==> src/hw/rtl/crl_pkg.sv <==
// Package for the CSR column lookup: field widths, codes, state encoding and shared types.
`default_nettype none

package crl_pkg;

  localparam int unsigned OP_W    = 2;
  localparam int unsigned IDX_W   = 16;
  localparam int unsigned PTR_W   = 17;
  localparam int unsigned ROW_W   = 11;
  localparam int unsigned COL_W   = 11;
  localparam int unsigned POS_W   = 16;
  localparam int unsigned S_DATA_W = 56;
  localparam int unsigned M_DATA_W = 16;

  typedef enum logic [OP_W-1:0] {
    OP_WR_ROWPTR = 2'd0,
    OP_WR_COLUMN = 2'd1,
    OP_LOOKUP    = 2'd2,
    OP_UNUSED    = 2'd3
  } op_e;

  typedef enum logic [2:0] {
    S_IDLE,
    S_ROW_LO,
    S_ROW_HI,
    S_BOUNDS,
    S_PROBE,
    S_COMPARE,
    S_DONE
  } search_state_e;

  typedef struct packed {
    logic             found;
    logic [POS_W-1:0] position;
  } result_t;

endpackage : crl_pkg

`default_nettype wire

==> src/hw/rtl/crl_search.sv <==
// Lookup sequencer: fetches the row bounds, then binary-searches the column table.
`default_nettype none

module crl_search #(
  parameter int unsigned MAX_ROWS     = 1024,
  parameter int unsigned MAX_NONZEROS = 65536,
  parameter int unsigned RIDX_W       = $clog2(MAX_ROWS + 1),
  parameter int unsigned CIDX_W       = $clog2(MAX_NONZEROS)
) (
  input  wire logic                        clk_i,
  input  wire logic                        rst_ni,
  input  wire logic                        start_i,
  input  wire logic [crl_pkg::ROW_W-1:0]   query_row_i,
  input  wire logic [crl_pkg::COL_W-1:0]   query_col_i,
  output logic                             busy_o,
  output logic      [RIDX_W-1:0]           rp_raddr_o,
  input  wire logic [crl_pkg::PTR_W-1:0]   rp_rdata_i,
  output logic      [CIDX_W-1:0]           ci_raddr_o,
  input  wire logic [crl_pkg::COL_W-1:0]   ci_rdata_i,
  output logic                             done_o,
  output crl_pkg::result_t                 result_o,
  input  wire logic                        ack_i
);

  localparam logic [31:0] MAX_ROWS_W = 32'(MAX_ROWS);
  localparam logic [31:0] MAX_NZ_W   = 32'(MAX_NONZEROS);

  crl_pkg::search_state_e state_q, state_d;

  logic [crl_pkg::ROW_W-1:0] row_q;
  logic [crl_pkg::COL_W-1:0] col_q;
  logic [crl_pkg::PTR_W-1:0] lo_q;
  logic [crl_pkg::PTR_W-1:0] start_q, end_q, probe_q;
  logic                      found_q;
  logic [crl_pkg::POS_W-1:0] pos_q;

  // row range check on the incoming query
  logic row_ok;
  assign row_ok = (query_row_i != '0) && ({21'b0, query_row_i} <= MAX_ROWS_W);

  // address conversions, valid for any memory depth
  logic [crl_pkg::ROW_W-1:0]        row_m1;
  logic [RIDX_W+crl_pkg::ROW_W-1:0] row_ext, row_m1_ext;
  logic [CIDX_W+crl_pkg::PTR_W-1:0] probe_ext;
  assign row_m1     = row_q - crl_pkg::ROW_W'(1);
  assign row_ext    = {{RIDX_W{1'b0}}, row_q};
  assign row_m1_ext = {{RIDX_W{1'b0}}, row_m1};
  assign probe_ext  = {{CIDX_W{1'b0}}, probe_q};

  // span from the row bounds; hi arrives on the read port in S_BOUNDS
  logic [crl_pkg::PTR_W-1:0] b_start, b_end_raw, b_end, b_mid;
  logic                      bounds_ok;
  always_comb begin
    b_start   = lo_q - crl_pkg::PTR_W'(1);
    b_end_raw = rp_rdata_i - crl_pkg::PTR_W'(1);
    b_end     = ({15'b0, b_end_raw} > MAX_NZ_W) ? MAX_NZ_W[crl_pkg::PTR_W-1:0] : b_end_raw;
    bounds_ok = (lo_q != '0) && (rp_rdata_i > lo_q) && (b_start < b_end);
    b_mid     = b_start + ((b_end - b_start) >> 1);
  end

  // one probe step
  logic                      hit, stop;
  logic [crl_pkg::PTR_W-1:0] n_start, n_end, n_mid;
  always_comb begin
    hit     = (ci_rdata_i == col_q);
    n_start = (ci_rdata_i < col_q) ? probe_q : start_q;
    n_end   = (ci_rdata_i < col_q) ? end_q : probe_q;
    n_mid   = n_start + ((n_end - n_start) >> 1);
    stop    = (n_mid == probe_q);
  end

  // next state
  always_comb begin
    state_d = state_q;
    case (state_q)
      crl_pkg::S_IDLE: begin
        if (start_i) begin
          state_d = row_ok ? crl_pkg::S_ROW_LO : crl_pkg::S_DONE;
        end
      end
      crl_pkg::S_ROW_LO: state_d = crl_pkg::S_ROW_HI;
      crl_pkg::S_ROW_HI: state_d = crl_pkg::S_BOUNDS;
      crl_pkg::S_BOUNDS: state_d = bounds_ok ? crl_pkg::S_PROBE : crl_pkg::S_DONE;
      crl_pkg::S_PROBE:  state_d = crl_pkg::S_COMPARE;
      crl_pkg::S_COMPARE: begin
        state_d = (hit || stop) ? crl_pkg::S_DONE : crl_pkg::S_PROBE;
      end
      crl_pkg::S_DONE: begin
        if (ack_i) begin
          state_d = crl_pkg::S_IDLE;
        end
      end
      default: state_d = crl_pkg::S_IDLE;
    endcase
  end

  // outputs
  always_comb begin
    rp_raddr_o = row_ext[RIDX_W-1:0];
    ci_raddr_o = probe_ext[CIDX_W-1:0];
    busy_o     = 1'b1;
    done_o     = 1'b0;
    case (state_q)
      crl_pkg::S_IDLE:   busy_o = 1'b0;
      crl_pkg::S_ROW_LO: rp_raddr_o = row_m1_ext[RIDX_W-1:0];
      crl_pkg::S_DONE:   done_o = 1'b1;
      default: begin
        rp_raddr_o = row_ext[RIDX_W-1:0];
      end
    endcase
  end

  assign result_o.found    = found_q;
  assign result_o.position = pos_q;

  always_ff @(posedge clk_i or negedge rst_ni) begin
    if (!rst_ni) begin
      state_q <= crl_pkg::S_IDLE;
    end else begin
      state_q <= state_d;
    end
  end

  always_ff @(posedge clk_i) begin
    case (state_q)
      crl_pkg::S_IDLE: begin
        if (start_i) begin
          row_q   <= query_row_i;
          col_q   <= query_col_i;
          found_q <= 1'b0;
          pos_q   <= '0;
        end
      end
      crl_pkg::S_ROW_HI: lo_q <= rp_rdata_i;
      crl_pkg::S_BOUNDS: begin
        start_q <= b_start;
        end_q   <= b_end;
        probe_q <= b_mid;
      end
      crl_pkg::S_COMPARE: begin
        if (hit) begin
          found_q <= 1'b1;
          pos_q   <= probe_q[crl_pkg::POS_W-1:0];
        end
        start_q <= n_start;
        end_q   <= n_end;
        probe_q <= n_mid;
      end
      default: ;
    endcase
  end

endmodule : crl_search

`default_nettype wire

==> config.mk <==
export PLATFORM = sky130hd
export DESIGN_NAME = crl_search
export DESIGN_NICKNAME = d
export VERILOG_FILES = /design/src/hw/rtl/crl_pkg.sv /design/src/hw/rtl/crl_search.sv
export SDC_FILE = /design/constraint.sdc
export NUM_CORES = 1
export LEC_CHECK = 0
export CAP_MARGIN = 20
export CELL_PAD_IN_SITES_DETAIL_PLACEMENT = 0
export CELL_PAD_IN_SITES_GLOBAL_PLACEMENT = 2
export CORE_ASPECT_RATIO = 0.8
export CORE_MARGIN = 2
export CORE_UTILIZATION = 40
export DETAILED_ROUTE_END_ITERATION = 16
export DONT_BUFFER_PORTS = 1
export PLACE_DENSITY_LB_ADDON = 0.05
export SLEW_MARGIN = 20
export SYNTH_ARGS = -nofsm -noshare
export SYNTH_HDL_FRONTEND = slang
export SYNTH_SLANG_ARGS = --single-unit
==> constraint.sdc <==
create_clock -name clk_i -period 10 [get_ports clk_i]
set_input_delay 1 -clock clk_i [delete_from_list [all_inputs] [get_ports clk_i]]
set_output_delay 1 -clock clk_i [all_outputs]
set_load 0.02 [all_outputs]
==> reports/qor.log <==
qor: cts.cts.repair.resized 0
qor: global_routing.grt_antenna_before_repair 0
qor: worst_setup_path.startpoint_of_the_worst_setup_timing_path ci_rdata_i[2]
qor: timing.clock_tree_skew_after_final_layout 0.0184 ns
qor: global_routing.first_global_vias 7189
qor: worst_setup_path.r2r_setup_slack 2.21 ns
qor: timing.finalWorstPathRequiredPeriod 8.05 ns
qor: floorplanning.die_area 25900 um^2
qor: cts.clock-root-buffer sky130_fd_sc_hd__clkbuf_16
qor: worst_setup_path.worst_path_largest_cell_delay 0.83 ns
qor: worst_setup_path.cp_common_cell sky130_fd_sc_hd__a21oi_1
qor: placed_design.detailedPlace.worstSlack 1.57 ns
qor: detailed_routing.route.detailed.wl_per_inst 20.5 um
qor: synth.synthFlopType sky130_fd_sc_hd__edfxtp_1
qor: worst_setup_path.regToRegEndpoint state_q[1]
qor: worst_setup_path.worst-r2r-cell-count 27
qor: timing.fin_setup_tns 0 ns
qor: timing.setup-violations-final 0
qor: layout.num-nets-final 1194
qor: worst_setup_path.crit_path_start_kind input port
qor: cts.clk_transition_reported_paths 0.09 ns
qor: placed_design.place.port_buffers 0
qor: timing.rsz0062_at_grt false
qor: cts.clkLatencyLatePin 0.37 ns
qor: synth.yosys.cell_types.count 77
qor: synth.synth_enable_flop_cells 107
qor: global_routing.grt_pass1_wl 43100 um
qor: layout.final_area 10400 um^2
qor: synth.sequential_element_share_of_the_synthesized_area 33.4%
qor: placed_design.hpwlAfterDp 21700 um
qor: detailed_routing.antenna_left 0
qor: timing.report.final.hold_viol_count 0
qor: worst_setup_path.cp.required 10.28 ns
qor: floorplanning.die_h 144 um
qor: synth.post_synthesis_cell_count 1069
qor: synth.ys_async_sr_fraction 2.73%
qor: placed_design.post_dp_cell_area 10000 um^2
qor: placed_design.gp_congestion 0.824
qor: synth.syn_nets 1223
qor: worst_setup_path.worstSetupEndpoint state_q[1]
qor: timing.timing.final.crit_share 80.5%
qor: detailed_routing.drc 0
qor: detailed_routing.drtPass1Iterations 5
qor: worst_setup_path.cp.depth 26
qor: timing.relSlewSlack 28.6%
qor: worst_setup_path.cp_top_family compound AO/OA/AOI/OAI gates
qor: worst_setup_path.crit_type input port to register
qor: cts.numClockSinks 110
qor: min_path.min-delay-path-class input port to async pin
qor: layout.finished_core_util 42.8%
qor: detailed_routing.postRouteWirelength 27900 um
qor: worst_setup_path.worstReg2RegStart col_q[2]
qor: timing.worst_pin_slew 1.07 ns
qor: detailed_routing.num_vias 7643
qor: layout.drive_gt1_share 6.41%
qor: cts.cts_inserted_buffers 9
qor: worst_setup_path.worst-path-buf-inv 0
qor: floorplanning.die_width 179 um
qor: synth.ys_ff_latch 110
qor: layout.num_antenna_cells 0
qor: worst_setup_path.cp_max_fo 37
qor: detailed_routing.post_drt_via_cell_ratio 5.61
qor: floorplanning.boundaryPins 100
qor: job.max_cap_violations 0
qor: worst_setup_path.crit_path_top_delay_cell sky130_fd_sc_hd__nand2_2
qor: global_routing.globalRoute.totalOverflow 0
qor: cts.clock_path_buffers 2
qor: floorplanning.core-area 24200 um^2
qor: cts.cts_tree yes
qor: status.outcome complete, no violations
qor: floorplanning.std_cell_rows 51
qor: detailed_routing.drt_first_iter_violations 532
qor: synth.yosys_warnings 0
qor: cts.post_cts_hold_buffer_count 0
qor: global_routing.groute.usage.overall 22.1%
qor: global_routing.grt_max_degree 51
qor: synth.syn_area_per_cell 9.20 um^2
qor: worst_setup_path.end_kind register
qor: synth.post_synth_instance_area 9830 um^2
qor: cts.cts_setup_buffers 0
qor: worst_setup_path.cp.arrival 8.33 ns
qor: timing.fin_ws 1.95 ns
qor: layout.area.growth.synth_to_final 5.59%
qor: timing.drv_slew 0
qor: floorplanning.initial_utilization 40.6%
qor: cts.cts_max_level 3
qor: timing.timing.fmax 0.124 GHz
[cells in the final DEF (no fill, tap or decap), drive strengths merged, types with 6 or more instances in the layout]
cell / n
and3: 28
a211oi: 10
inv: 86
nor2b: 13
or3: 12
nand2b: 8
edfxtp: 107
xnor2: 58
a21o: 23
xor2: 41
nor4: 12
nand2: 99
nand4: 11
o21ai: 38
buf: 6
o31ai: 12
a21oi: 73
nand3: 25
clkbuf: 9
ha: 96
mux2i: 35
a211o: 6
nor2: 82
o21a: 15
mux2: 17
nor3: 30
or2: 9
[kinds of logic after synthesis]
kind of cell	after synthesis	synth area share (%)
AO/OA/AOI/OAI	230	15.7
XOR/XNOR	101	9.28
adder cells (fa/ha/maj)	100	13.0
buffers and inverters	129	5.74
flip-flops	110	33.4
multiplexers	52	5.51
AND/OR/NAND/NOR	347	17.3
[Yosys cell counts, types with 23 or more instances]
cell	count	share of area (%)
sky130_fd_sc_hd__edfxtp_1	107	33
sky130_fd_sc_hd__nand2_1	98	3.7
sky130_fd_sc_hd__ha_1	96	12
sky130_fd_sc_hd__inv_1	82	3.1
sky130_fd_sc_hd__nor2_1	82	3.1
sky130_fd_sc_hd__a21oi_1	73	3.7
sky130_fd_sc_hd__xnor2_1	58	5.2
sky130_fd_sc_hd__xor2_1	41	3.7
sky130_fd_sc_hd__mux2i_1	35	3.6
sky130_fd_sc_hd__o21ai_0	34	1.7
sky130_fd_sc_hd__nor3_1	29	1.5
sky130_fd_sc_hd__and3_1	28	1.8
sky130_fd_sc_hd__nand3_1	25	1.3
sky130_fd_sc_hd__a21o_1	23	1.8
[flip-flops by register name, indices dropped and copies added (netlist names), named ones only]
name / cells
lo_q: 17
found_q: 1
col_q: 11
pos_q: 16
end_q: 16
start_q: 17
probe_q: 17
row_q: 11
state_q: 3
[metrics by stage]
step / instances / hold WS [ns]
after floorplan: 1069 / 0.614
after global placement: 1347 / 0.645
after detailed placement: 1347 / 0.648
after CTS: 1363 / 0.312
after global routing: 1363 / 0.306
final: 1363 / 0.320
[metal layers]
layer  wire (um)  share of wire, %  GRT usage (%)
met1       14000                50           32.2
met2       12300                44           35.1
met3        1340               4.8           3.23
met4         254              0.91           3.78
met5           0                 0              0
[area by class of cell]
class | count | area [um^2]
Inverter | 83 | 312
Multi-Input combinational cell | 830 | 6000
Fill cell | 2431 | 13900
Tap cell | 318 | 398
Sequential cell | 110 | 3290
Timing Repair Buffer | 6 | 45.0
Clock inverter | 7 | 114
Clock buffer | 9 | 225
[worst min path at each step]
stage,end,slack [ns],depth (start not counted)
2_1_floorplan,end_q[16],0.61,2
3_3_place_gp,end_q[16],0.64,2
3_5_place_dp,end_q[4],0.65,3
4_1_cts,state_q[1],0.31,0
5_1_grt,state_q[1],0.31,0
6_report,state_q[1],0.32,0
Power is left out: the tool's default activity adds up to more than one toggle a clock period on the data nets, which glitch-free logic cannot reach.
